## config.mk

```make
export PLATFORM = sky130hd
export DESIGN_NAME = differential_drive_pd_controller_unit
export DESIGN_NICKNAME = d
export VERILOG_FILES = /design/src/hdl/ddpd_pkg.sv /design/src/hdl/ddpd_datapath.sv /design/src/hdl/differential_drive_pd_controller_unit.sv
export SDC_FILE = /design/constraint.sdc
export NUM_CORES = 2
export LEC_CHECK = 0
export BUFFER_PORTS_ARGS = -buffer_cell sky130_fd_sc_hd__buf_2
export CORE_MARGIN = 4
export CORE_UTILIZATION = 63
export CTS_CLUSTER_DIAMETER = 150
export DETAILED_ROUTE_END_ITERATION = 12
export PLACE_DENSITY = 0.91
export SYNTH_ARGS = -nofsm -noshare
export SYNTH_HDL_FRONTEND = slang
export SYNTH_SLANG_ARGS = --single-unit
```

## constraint.sdc

```tcl
create_clock -name clk -period 29.9 [get_ports clk]
set_clock_uncertainty 0.15 [all_clocks]
set_input_delay 5.98 -clock clk [delete_from_list [all_inputs] [get_ports clk]]
set_output_delay 5.98 -clock clk [all_outputs]
set_load 0.005 [all_outputs]
```

## src/hdl/ddpd_pkg.sv

```systemverilog
// Shared types, constants and microcode table of the differential-drive PD controller.
package ddpd_pkg;

  localparam int CountW = 16;
  localparam int GainW  = 16;
  localparam int IrW    = 12;
  localparam int DriveW = 16;
  localparam int WallW  = 14;
  localparam int ErrW   = 24;
  localparam int BaseW  = 18;
  localparam int MulAW  = GainW + 1;
  localparam int MulBW  = ErrW + 1;
  localparam int ProdW  = MulAW + MulBW;
  localparam int AccW   = ProdW + 2;
  localparam int DistW  = 14;
  localparam int PcW    = 4;
  localparam int CfgIdxW = 4;

  // wall sensing
  localparam logic [IrW-1:0]         LeftWallLevel  = 12'd1500;
  localparam logic [IrW-1:0]         RightWallLevel = 12'd1000;
  localparam logic signed [WallW-1:0] IrLeftMid     = 14'sd2000;
  localparam logic signed [WallW-1:0] IrRightMid    = 14'sd1300;

  localparam logic signed [AccW-1:0] WallRound  = 44'sd2048;
  localparam int                     WallShift  = 12;
  localparam logic signed [AccW-1:0] DistLimit  = 44'sd4096;
  localparam logic signed [ErrW-1:0] DoneCounts = 24'sd2;

  // register indexes
  localparam logic [CfgIdxW-1:0] RegGoalDistance = 4'd0;
  localparam logic [CfgIdxW-1:0] RegGoalAngle    = 4'd1;
  localparam logic [CfgIdxW-1:0] RegKpAngle      = 4'd2;
  localparam logic [CfgIdxW-1:0] RegKdAngle      = 4'd3;
  localparam logic [CfgIdxW-1:0] RegKpDist       = 4'd4;
  localparam logic [CfgIdxW-1:0] RegKdDist       = 4'd5;
  localparam logic [CfgIdxW-1:0] RegKpWall       = 4'd6;
  localparam logic [CfgIdxW-1:0] RegKdWall       = 4'd7;

  localparam logic [GainW-1:0] KpAngleReset = 16'd287;
  localparam logic [GainW-1:0] KdAngleReset = 16'd3072;
  localparam logic [GainW-1:0] KpDistReset  = 16'd123;
  localparam logic [GainW-1:0] KdDistReset  = 16'd0;
  localparam logic [GainW-1:0] KpWallReset  = 16'd287;
  localparam logic [GainW-1:0] KdWallReset  = 16'd2867;

  typedef struct packed {
    logic signed [CountW-1:0] goal_distance;
    logic signed [CountW-1:0] goal_angle;
    logic [GainW-1:0]         kp_angle;
    logic [GainW-1:0]         kd_angle;
    logic [GainW-1:0]         kp_dist;
    logic [GainW-1:0]         kd_dist;
    logic [GainW-1:0]         kp_wall;
    logic [GainW-1:0]         kd_wall;
  } cfg_t;

  typedef enum logic [2:0] {
    A_KP_WALL, A_KD_WALL, A_KP_ANGLE, A_KD_ANGLE, A_KP_DIST, A_KD_DIST
  } a_sel_t;

  typedef enum logic [2:0] {
    B_WALL, B_DWALL, B_AE, B_DAE, B_DE, B_DDE
  } b_sel_t;

  typedef enum logic [1:0] {
    ACC_HOLD, ACC_LOAD, ACC_ADD
  } acc_op_t;

  typedef struct packed {
    a_sel_t           a_sel;
    b_sel_t           b_sel;
    acc_op_t          acc_op;
    logic             prep;        // latch wall error, base angle and distance errors
    logic             wall_fix;    // subtract rounded wall term from angle error
    logic             save_wall;
    logic             save_acorr;
    logic             finish;      // drives out, error history and done flag
    logic             br_no_dist;  // jump to target when no distance goal
    logic [PcW-1:0]   target;
  } ctrl_t;

  localparam ctrl_t CtrlNop = '{a_sel: A_KP_WALL, b_sel: B_WALL, acc_op: ACC_HOLD,
                                prep: 1'b0, wall_fix: 1'b0, save_wall: 1'b0,
                                save_acorr: 1'b0, finish: 1'b0, br_no_dist: 1'b0,
                                target: '0};

  localparam logic [PcW-1:0] PcAngle = 4'd5;

  // Multiplier products land one step after selection; the accumulator uses them then.
  function automatic ctrl_t ucode(input logic [PcW-1:0] pc);
    ctrl_t c;
    c = CtrlNop;
    unique case (pc)
      4'd0: begin
        c.prep = 1'b1; c.br_no_dist = 1'b1; c.target = PcAngle;
      end
      4'd1: begin
        c.a_sel = A_KP_WALL; c.b_sel = B_WALL;
      end
      4'd2: begin
        c.a_sel = A_KD_WALL; c.b_sel = B_DWALL; c.acc_op = ACC_LOAD;
      end
      4'd3: c.acc_op = ACC_ADD;
      4'd4: c.wall_fix = 1'b1;
      4'd5: begin
        c.a_sel = A_KP_ANGLE; c.b_sel = B_AE; c.save_wall = 1'b1;
      end
      4'd6: begin
        c.a_sel = A_KD_ANGLE; c.b_sel = B_DAE; c.acc_op = ACC_LOAD;
      end
      4'd7: begin
        c.a_sel = A_KP_DIST; c.b_sel = B_DE; c.acc_op = ACC_ADD;
      end
      4'd8: begin
        c.a_sel = A_KD_DIST; c.b_sel = B_DDE; c.acc_op = ACC_LOAD; c.save_acorr = 1'b1;
      end
      4'd9: c.acc_op = ACC_ADD;
      4'd10: c.finish = 1'b1;
      default: c.finish = 1'b1;
    endcase
    return c;
  endfunction

endpackage

```

## src/hdl/ddpd_datapath.sv

```systemverilog
// Datapath: error registers, shared multiplier, accumulator and output shaping.
module ddpd_datapath
  import ddpd_pkg::*;
(
  input  logic                     clk,
  input  logic                     rst,
  input  logic                     load,
  input  logic signed [CountW-1:0] left_count,
  input  logic signed [CountW-1:0] right_count,
  input  logic [IrW-1:0]           ir_left,
  input  logic [IrW-1:0]           ir_right,
  input  cfg_t                     cfg,
  input  logic                     step_en,
  input  ctrl_t                    ctrl,
  output logic signed [DriveW-1:0] left_drive,
  output logic signed [DriveW-1:0] right_drive,
  output logic                     done_next
);

  logic signed [CountW-1:0] lc;
  logic signed [CountW-1:0] rc;
  logic [IrW-1:0]           irl;
  logic [IrW-1:0]           irr;

  logic signed [WallW-1:0] wall_error;
  logic signed [WallW-1:0] prev_wall_error;
  logic signed [ErrW-1:0]  prev_angle_error;
  logic signed [ErrW-1:0]  prev_dist_error;
  logic                    done_flag;

  logic signed [ErrW-1:0]  ae;
  logic signed [ErrW-1:0]  de2;
  logic signed [ProdW-1:0] prod;
  logic signed [AccW-1:0]  acc;
  logic signed [AccW-1:0]  acorr;

  logic signed [WallW-1:0] lerr;
  logic signed [WallW-1:0] rerr;
  logic                    lseen;
  logic                    rseen;
  logic signed [WallW-1:0] wall_next;
  logic signed [BaseW-1:0] ae_base;
  logic signed [BaseW-1:0] de2_base;
  logic signed [MulAW-1:0] a_op;
  logic signed [MulBW-1:0] b_op;
  logic signed [AccW-1:0]  wall_term;
  logic signed [DistW-1:0] dist_clamp;
  logic signed [DistW-1:0] dist_half;
  logic signed [AccW:0]    left_sum;
  logic signed [AccW:0]    right_sum;

  function automatic logic signed [DriveW-1:0] sat16(input logic signed [AccW:0] v);
    if (v > (AccW+1)'(32767)) begin
      return 16'sh7fff;
    end else if (v < -(AccW+1)'(32768)) begin
      return 16'sh8000;
    end
    return v[DriveW-1:0];
  endfunction

  assign lerr  = $signed({2'b00, irl}) - IrLeftMid;
  assign rerr  = $signed({2'b00, irr}) - IrRightMid;
  assign lseen = irl > LeftWallLevel;
  assign rseen = irr > RightWallLevel;

  always_comb begin
    priority if (lseen && rseen) begin
      wall_next = rerr - lerr;
    end else if (lseen) begin
      wall_next = -lerr;
    end else if (rseen) begin
      wall_next = rerr;
    end else begin
      wall_next = wall_error;
    end
  end

  assign ae_base  = BaseW'(cfg.goal_angle) - (BaseW'(lc) - BaseW'(rc));
  assign de2_base = (BaseW'(cfg.goal_distance) + BaseW'(cfg.goal_distance))
                  - (BaseW'(lc) + BaseW'(rc));

  always_comb begin
    unique case (ctrl.a_sel)
      A_KP_WALL:  a_op = $signed({1'b0, cfg.kp_wall});
      A_KD_WALL:  a_op = $signed({1'b0, cfg.kd_wall});
      A_KP_ANGLE: a_op = $signed({1'b0, cfg.kp_angle});
      A_KD_ANGLE: a_op = $signed({1'b0, cfg.kd_angle});
      A_KP_DIST:  a_op = $signed({1'b0, cfg.kp_dist});
      A_KD_DIST:  a_op = $signed({1'b0, cfg.kd_dist});
      default:    a_op = '0;
    endcase
  end

  always_comb begin
    unique case (ctrl.b_sel)
      B_WALL:  b_op = MulBW'(wall_error);
      B_DWALL: b_op = MulBW'(wall_error) - MulBW'(prev_wall_error);
      B_AE:    b_op = MulBW'(ae);
      B_DAE:   b_op = MulBW'(ae) - MulBW'(prev_angle_error);
      B_DE:    b_op = MulBW'(de2);
      B_DDE:   b_op = MulBW'(de2) - MulBW'(prev_dist_error);
      default: b_op = '0;
    endcase
  end

  // round half up, then to whole counts
  assign wall_term = (acc + WallRound) >>> WallShift;

  always_comb begin
    priority if (acc > DistLimit) begin
      dist_clamp = DistW'(DistLimit);
    end else if (acc < -DistLimit) begin
      dist_clamp = -DistW'(DistLimit);
    end else begin
      dist_clamp = acc[DistW-1:0];
    end
  end

  assign dist_half   = (dist_clamp + DistW'(1)) >>> 1;
  assign left_sum    = (AccW+1)'(dist_half) + (AccW+1)'(acorr);
  assign right_sum   = (AccW+1)'(dist_half) - (AccW+1)'(acorr);
  assign left_drive  = sat16(left_sum);
  assign right_drive = sat16(right_sum);

  always_comb begin
    done_next = done_flag;
    if (cfg.goal_angle == '0 && cfg.goal_distance != '0) begin
      if (de2 > -(DoneCounts + DoneCounts) && de2 < (DoneCounts + DoneCounts)) begin
        done_next = 1'b1;
      end
    end else if (cfg.goal_distance == '0 && cfg.goal_angle != '0) begin
      if (ae > -DoneCounts && ae < DoneCounts) begin
        done_next = 1'b1;
      end
    end
  end

  always_ff @(posedge clk) begin
    if (load) begin
      lc  <= left_count;
      rc  <= right_count;
      irl <= ir_left;
      irr <= ir_right;
    end
    if (step_en) begin
      prod <= ProdW'(a_op) * ProdW'(b_op);
      unique case (ctrl.acc_op)
        ACC_LOAD: acc <= AccW'(prod);
        ACC_ADD:  acc <= acc + AccW'(prod);
        default:  acc <= acc;
      endcase
      if (ctrl.prep) begin
        ae  <= ErrW'(ae_base);
        de2 <= ErrW'(de2_base);
      end else if (ctrl.wall_fix) begin
        ae <= ae - wall_term[ErrW-1:0];
      end
      if (ctrl.save_acorr) begin
        acorr <= acc;
      end
    end
  end

  always_ff @(posedge clk) begin
    if (rst) begin
      wall_error       <= '0;
      prev_wall_error  <= '0;
      prev_angle_error <= '0;
      prev_dist_error  <= '0;
      done_flag        <= 1'b0;
    end else if (step_en) begin
      if (ctrl.prep) begin
        wall_error <= wall_next;
      end
      if (ctrl.save_wall) begin
        prev_wall_error <= wall_error;
      end
      if (ctrl.finish) begin
        prev_angle_error <= ae;
        prev_dist_error  <= de2;
        done_flag        <= done_next;
      end
    end
  end

endmodule

```

## src/hdl/differential_drive_pd_controller_unit.sv

```systemverilog
// Top level: configuration registers, microcode sequencer and stream handshakes.
//
// One input transfer per control tick on s_*: encoder counts and IR readings.
// One result transfer per tick on m_*: left and right drive (signed Q3.12,
// saturated) and the sticky done flag.
// The cfg_* channel writes goals and Q4.12 gains by register index 0..7;
// other indexes are ignored. Write only while no tick is in flight.
// A microcode program of up to 11 steps runs on one shared 17x25 multiplier
// and accumulator: 7 steps when goal_distance is zero (wall term skipped),
// 11 otherwise. The result becomes valid as the last step completes, and
// s_tready returns in the same cycle.
// The result waits in an output register; the next tick is accepted and
// computed meanwhile and only its last step stalls while m_tready is low.
// Reset clears the sequencer, the error history, the held wall error and the
// done flag, and loads the default goals and gains; done is cleared only by
// reset.
module differential_drive_pd_controller_unit
  import ddpd_pkg::*;
(
  input  logic               clk,
  input  logic               rst,
  input  logic               cfg_valid,
  output logic               cfg_ready,
  input  logic [CfgIdxW-1:0] cfg_index,
  input  logic [GainW-1:0]   cfg_data,
  input  logic               s_tvalid,
  output logic               s_tready,
  input  logic [55:0]        s_tdata,  // left_count, right_count, ir_left, ir_right
  output logic               m_tvalid,
  input  logic               m_tready,
  output logic [39:0]        m_tdata   // left_drive, right_drive, done_res, zero pad
);

  cfg_t             cfg;
  logic             busy;
  logic [PcW-1:0]   pc;
  logic [PcW-1:0]   pc_next;
  ctrl_t            ctrl;
  logic             accept;
  logic             step_en;

  logic signed [DriveW-1:0] left_drive;
  logic signed [DriveW-1:0] right_drive;
  logic                     done_next;

  assign cfg_ready = 1'b1;
  assign s_tready  = !busy;
  assign accept    = s_tvalid && !busy;
  assign ctrl      = ucode(pc);
  assign step_en   = busy && !(ctrl.finish && m_tvalid && !m_tready);

  always_comb begin
    if (ctrl.br_no_dist && cfg.goal_distance == '0) begin
      pc_next = ctrl.target;
    end else begin
      pc_next = pc + PcW'(1);
    end
  end

  always_ff @(posedge clk) begin
    if (rst) begin
      cfg.goal_distance <= '0;
      cfg.goal_angle    <= '0;
      cfg.kp_angle      <= KpAngleReset;
      cfg.kd_angle      <= KdAngleReset;
      cfg.kp_dist       <= KpDistReset;
      cfg.kd_dist       <= KdDistReset;
      cfg.kp_wall       <= KpWallReset;
      cfg.kd_wall       <= KdWallReset;
    end else if (cfg_valid) begin
      unique case (cfg_index)
        RegGoalDistance: cfg.goal_distance <= $signed(cfg_data);
        RegGoalAngle:    cfg.goal_angle    <= $signed(cfg_data);
        RegKpAngle:      cfg.kp_angle      <= cfg_data;
        RegKdAngle:      cfg.kd_angle      <= cfg_data;
        RegKpDist:       cfg.kp_dist       <= cfg_data;
        RegKdDist:       cfg.kd_dist       <= cfg_data;
        RegKpWall:       cfg.kp_wall       <= cfg_data;
        RegKdWall:       cfg.kd_wall       <= cfg_data;
        default: ;
      endcase
    end
  end

  always_ff @(posedge clk) begin
    if (rst) begin
      busy <= 1'b0;
      pc   <= '0;
    end else if (accept) begin
      busy <= 1'b1;
      pc   <= '0;
    end else if (step_en) begin
      if (ctrl.finish) begin
        busy <= 1'b0;
      end
      pc <= pc_next;
    end
  end

  always_ff @(posedge clk) begin
    if (rst) begin
      m_tvalid <= 1'b0;
    end else if (step_en && ctrl.finish) begin
      m_tvalid <= 1'b1;
    end else if (m_tready) begin
      m_tvalid <= 1'b0;
    end
  end

  always_ff @(posedge clk) begin
    if (step_en && ctrl.finish) begin
      m_tdata <= {7'b0, done_next, right_drive, left_drive};
    end
  end

  ddpd_datapath u_datapath (
    .clk         (clk),
    .rst         (rst),
    .load        (accept),
    .left_count  ($signed(s_tdata[15:0])),
    .right_count ($signed(s_tdata[31:16])),
    .ir_left     (s_tdata[43:32]),
    .ir_right    (s_tdata[55:44]),
    .cfg         (cfg),
    .step_en     (step_en),
    .ctrl        (ctrl),
    .left_drive  (left_drive),
    .right_drive (right_drive),
    .done_next   (done_next)
  );

endmodule
```

==> metrics list <==
* Number of flops mapped to enable cells by yosys: 261
- Total GRT Usage: 33.89%
* Critical register-to-register path endpoint: u_datapath.prod[40]
- The H-tree was split into 2 levels.
- Reported max-cap violation count: 0
- Vias per cell: 6.262
- The setup path with the least slack is of type flip-flop to flip-flop.
* Clock tree sinks: 466
* Detailed placement HPWL: 106500 um
* Asr flop ratio synth: 0%
- The synthesized netlist occupies a cell area of 48170 sq um.
- Final Instance Count excl. Fillers: 6649
* Sequential area share after synthesis: between 20 and 25%
- From bottom edge to top edge, the die measures around 280 um.
- The path with the worst hold slack has its endpoint at u_datapath.prev_dist_error[15].
- Unrepaired setup endpoints after global routing: no
- The final-report max-slew violation count was 0.
* Worst Path Max Fanout: 8
- Routed wire per std cell: 21.01 um
* Row Count: 101
* Fin. Hold Viols: 0
- Post-cts repair resize count: 0
- Total Routed Length: ~140000 um
* Ratio of cells with drive above 1 in the final layout: 6.052%
* FF-to-FF Start: u_datapath.ae[0]
- Clock tree from TritonCTS: built
- Most frequent CP cell: fa_1
- Detailed-router iteration count before antenna repair: 6
* Relative slew slack: approximately an eighth
- For this run, the leading register cell type out of synthesis is edfxtp_1.
- Later-pin clock latency in the skew report: 0.64 ns
* Leak: 22.57 nW
* IO Port Bufs: roughly 120
* Remaining global-route overflow: 0
* Highest clock rate: roughly 0.093 GHz
- Slew of the pin with the lowest slew margin: 1.312 ns
* Share of the clock period used by the worst path: 35.92%
* Post-synth cell types: 95
- The setup check on the worst reg-to-reg path leaves a slack of between 15 and 20 ns.
- Pwr Density: 53.65 nW/um^2
- Final Power: 2.759 mW
- Minimum period implied by the final worst setup slack: 10.74 ns
- The cell sitting at the root of the clock tree is a clkbuf_16.
- The number of placed instances, taps included, is 6550.
- Counting instances, the worst hold path has a depth of 2.
- After filler insertion, the fill cell instance count of the layout stands at approximately 5600.
* Vias after detailed routing: 41640
- Worst IR drop on VDD: roughly 0.000052 V
* Synth warn: 0
* Initial core utilization: 63.53%
- DIE AREA: 80950 sq um
- Worst stage delay on the critical path: 0.96 ns
- Wire length of the first global-routing pass: 221300 um
- Mean cell area of the mapped netlist: around 8.6 sq um
- Critical path data arrival time: 10.93 ns
- The worst hold path begins at u_datapath.prev_dist_error[15].
* Category of the worst setup path capture point: flip-flop
- Horizontal die dimension: 284.5 um
* Final Worst Setup Slack: 19.16 ns
* Worst slack, placed: roughly 19 ns
- Maximum buffer depth of the clock tree: 3
* Num ports: 124
- Slowest cell on crit path: a221oi_1
- Worst min path class: flip-flop to flip-flop
- STA classifies the critical path startpoint as a flip-flop.
- Clock-pin slew was measured on the worst setup and hold paths at 0.06 ns.
* Remaining DRCs: 0
- The region available for standard cell placement spans 75820 sq um.
- Flip-flop and latch count after synthesis: 466
- Final sum of negative setup slack: 0 ns
* Global placement routability congestion: 0.9902
* Total CTS buffers: 52
- Buffers added to address setup during post-CTS repair amount to 0.
- Count of antenna-violating nets left after detailed routing: 0
- Cell depth of the worst flop-to-flop path: 36
* Outcome: complete, no violations
- The initial antenna violation count came to 4.
* Layout-stage area growth over the synthesis result: 6.774%
- Number of global-route vias before repair: roughly 42000
- Largest net degree at the start of global routing: between 100 and 150
- Required time worst endpoint: 30.09 ns
- Number of buffers added to fix hold violations after cts: 0
- The detailed router finished its first iteration with 4311 violations.
- Number of nets in the finished design: 6515
- Count of endpoints failing setup in the final report: 0
* Syn Inst Count: 5614
==> layer usage <==
| metal | wire, um | global-route usage, % | vias to the layer above |
|---|---|---|---|
| li1 | - | - | 18870 |
| met1 | 50460 | 40.46 | 19680 |
| met2 | 64250 | 55.72 | 2440 |
| met3 | 15520 | 8.765 | 652 |
| met4 | 9465 | 19.53 | 4 |
| met5 | 23 | 0 | - |
==> synth_stat cells, types with 11 or more instances <==
master | instances | area [sq um]
ha_1 | 377 | 4717
fa_1 | 431 | 8628
nor4_1 | 50 | 312.8
xnor2_1 | 191 | 1673
or3_1 | 31 | 193.9
o22ai_1 | 11 | 68.82
a211oi_1 | 36 | 270.3
edfxtp_1 | 261 | 7838
a22oi_1 | 20 | 150.1
xor2_1 | 85 | 744.5
o21bai_1 | 54 | 405.4
and3_1 | 29 | 181.4
nand4_1 | 62 | 387.9
nor2_1 | 406 | 1524
o21ai_0 | 225 | 1126
a222oi_1 | 26 | 260.3
a21oi_1 | 387 | 1937
nand3_1 | 79 | 395.4
mux2i_1 | 39 | 390.4
o31ai_1 | 26 | 195.2
a31oi_1 | 29 | 181.4
a221o_1 | 14 | 140.1
mux2_2 | 38 | 427.9
nand3b_1 | 46 | 345.3
a21o_1 | 91 | 683.2
a211o_1 | 16 | 140.1
a21boi_0 | 26 | 195.2
and2_1 | 56 | 350.3
nor3_1 | 86 | 430.4
buf_4 | 11 | 82.58
o211ai_1 | 25 | 187.7
clkbuf_1 | 192 | 720.7
nand2b_1 | 59 | 369.1
and4_1 | 16 | 140.1
nor2b_1 | 67 | 419.2
o21a_1 | 26 | 195.2
dfxtp_1 | 205 | 4104
nor3b_1 | 13 | 97.59
inv_1 | 845 | 3172
nand2_1 | 747 | 2804
==> logic make-up (layout without fill, tap and decap cells) <==
family / after synthesis / after routing / synth area share (%)
XOR/XNOR: 277 / 277 / 5.052
multiplexers: 77 / 77 / 1.699
AO/OA/AOI/OAI: 1134 / 1134 / 15.13
flip-flops: 466 / 466 / 24.79
AND/OR/NAND/NOR: 1783 / 1783 / 17.18
buffers and inverters: 1067 / 1115 / 8.424
other: 2 / 11 / 0.01559
adder cells (fa/ha/maj): 808 / 808 / 27.70
==> stage by stage <==
| stage | hold slack (ns) | cell area [sq um] | utilization (%) |
|---|---|---|---|
| 2_1_floorplan | 0.2857 | 48190 | - |
| 3_3_place_gp | 0.2911 | 49650 | 65.48 |
| 3_5_place_dp | 0.2965 | 49650 | 65.48 |
| 4_1_cts | 0.3041 | 51430 | 67.82 |
| 5_1_grt | 0.3190 | 51430 | 67.82 |
| 6_report | 0.3012 | 51430 | 67.83 |
==> layout by cell type (no fill, tap or decap), types with 83 or more instances in the layout <==
cell type and count:
fa_1 431, nor3_1 83, nor2_1 403, xnor2_1 191, buf_2 114, dfxtp_1 205, edfxtp_1 261, ha_1 376
xor2_1 85, a21oi_1 385, inv_1 845, o21ai_0 225, a21o_1 91, nand2_1 747
==> flip-flops by register name, summed over array words and instances, names as in the netlist <==
| register | count |
|---|---|
| cfg | 128 |
| u_datapath.acc | 44 |
| u_datapath.acorr | 44 |
| u_datapath.prod | 42 |
| m_tdata | 33 |
| u_datapath.ae | 24 |
| u_datapath.prev_angle_error | 24 |
| u_datapath.de2 | 18 |
| u_datapath.prev_dist_error | 18 |
| u_datapath.lc | 16 |
| u_datapath.rc | 16 |
| u_datapath.prev_wall_error | 14 |
| u_datapath.wall_error | 14 |
| u_datapath.irl | 12 |
| u_datapath.irr | 12 |
| pc | 4 |
| busy | 1 |
| m_tvalid | 1 |
| u_datapath.done_flag | 1 |
==> critical path, delay by kind of cell (launching register included) <==
family,cells,cell delay [ns]
simple gates,3,0.53
xor+xnor,2,0.35
fa+ha+maj,9,3.95
compound gates,16,4.59
buf+inv,6,0.38
flops,1,0.43
==> where the power goes <==
| part | switching, mW | total, mW | internal, mW |
|---|---|---|---|
| clock network | 0.276 | 0.660 | 0.384 |
| registers | 0.0519 | 0.820 | 0.768 |
| logic | 0.760 | 1.28 | 0.519 |
==> final cells by class <==
class                      instances  area [sq um]  area share (%)
multi-input combinational       4087         32300           62.79
timing repair buffer             171          1002           1.949
tap                              978          1224           2.379
clock inverter                    20         245.2          0.4768
sequential                       466         11940           23.22
antenna                            3         7.507         0.01460
inverter                         848          3183           6.189
clock buffer                      76          1533           2.980
==> worst max-delay path by stage <==
stage / start / to / cells past startpoint
final: u_datapath.ae[0] / u_datapath.prod[40] / 36
after floorplan: m_tready / u_datapath.wall_error[12] / 11
after global routing: u_datapath.wall_error[1] / u_datapath.prod[40] / 36
after detailed placement: u_datapath.de2[0] / u_datapath.prod[40] / 36
after global placement: u_datapath.de2[0] / u_datapath.prod[40] / 36
after CTS: u_datapath.de2[0] / u_datapath.prod[40] / 36
No activity file was read; power rests on OpenSTA's default activity.
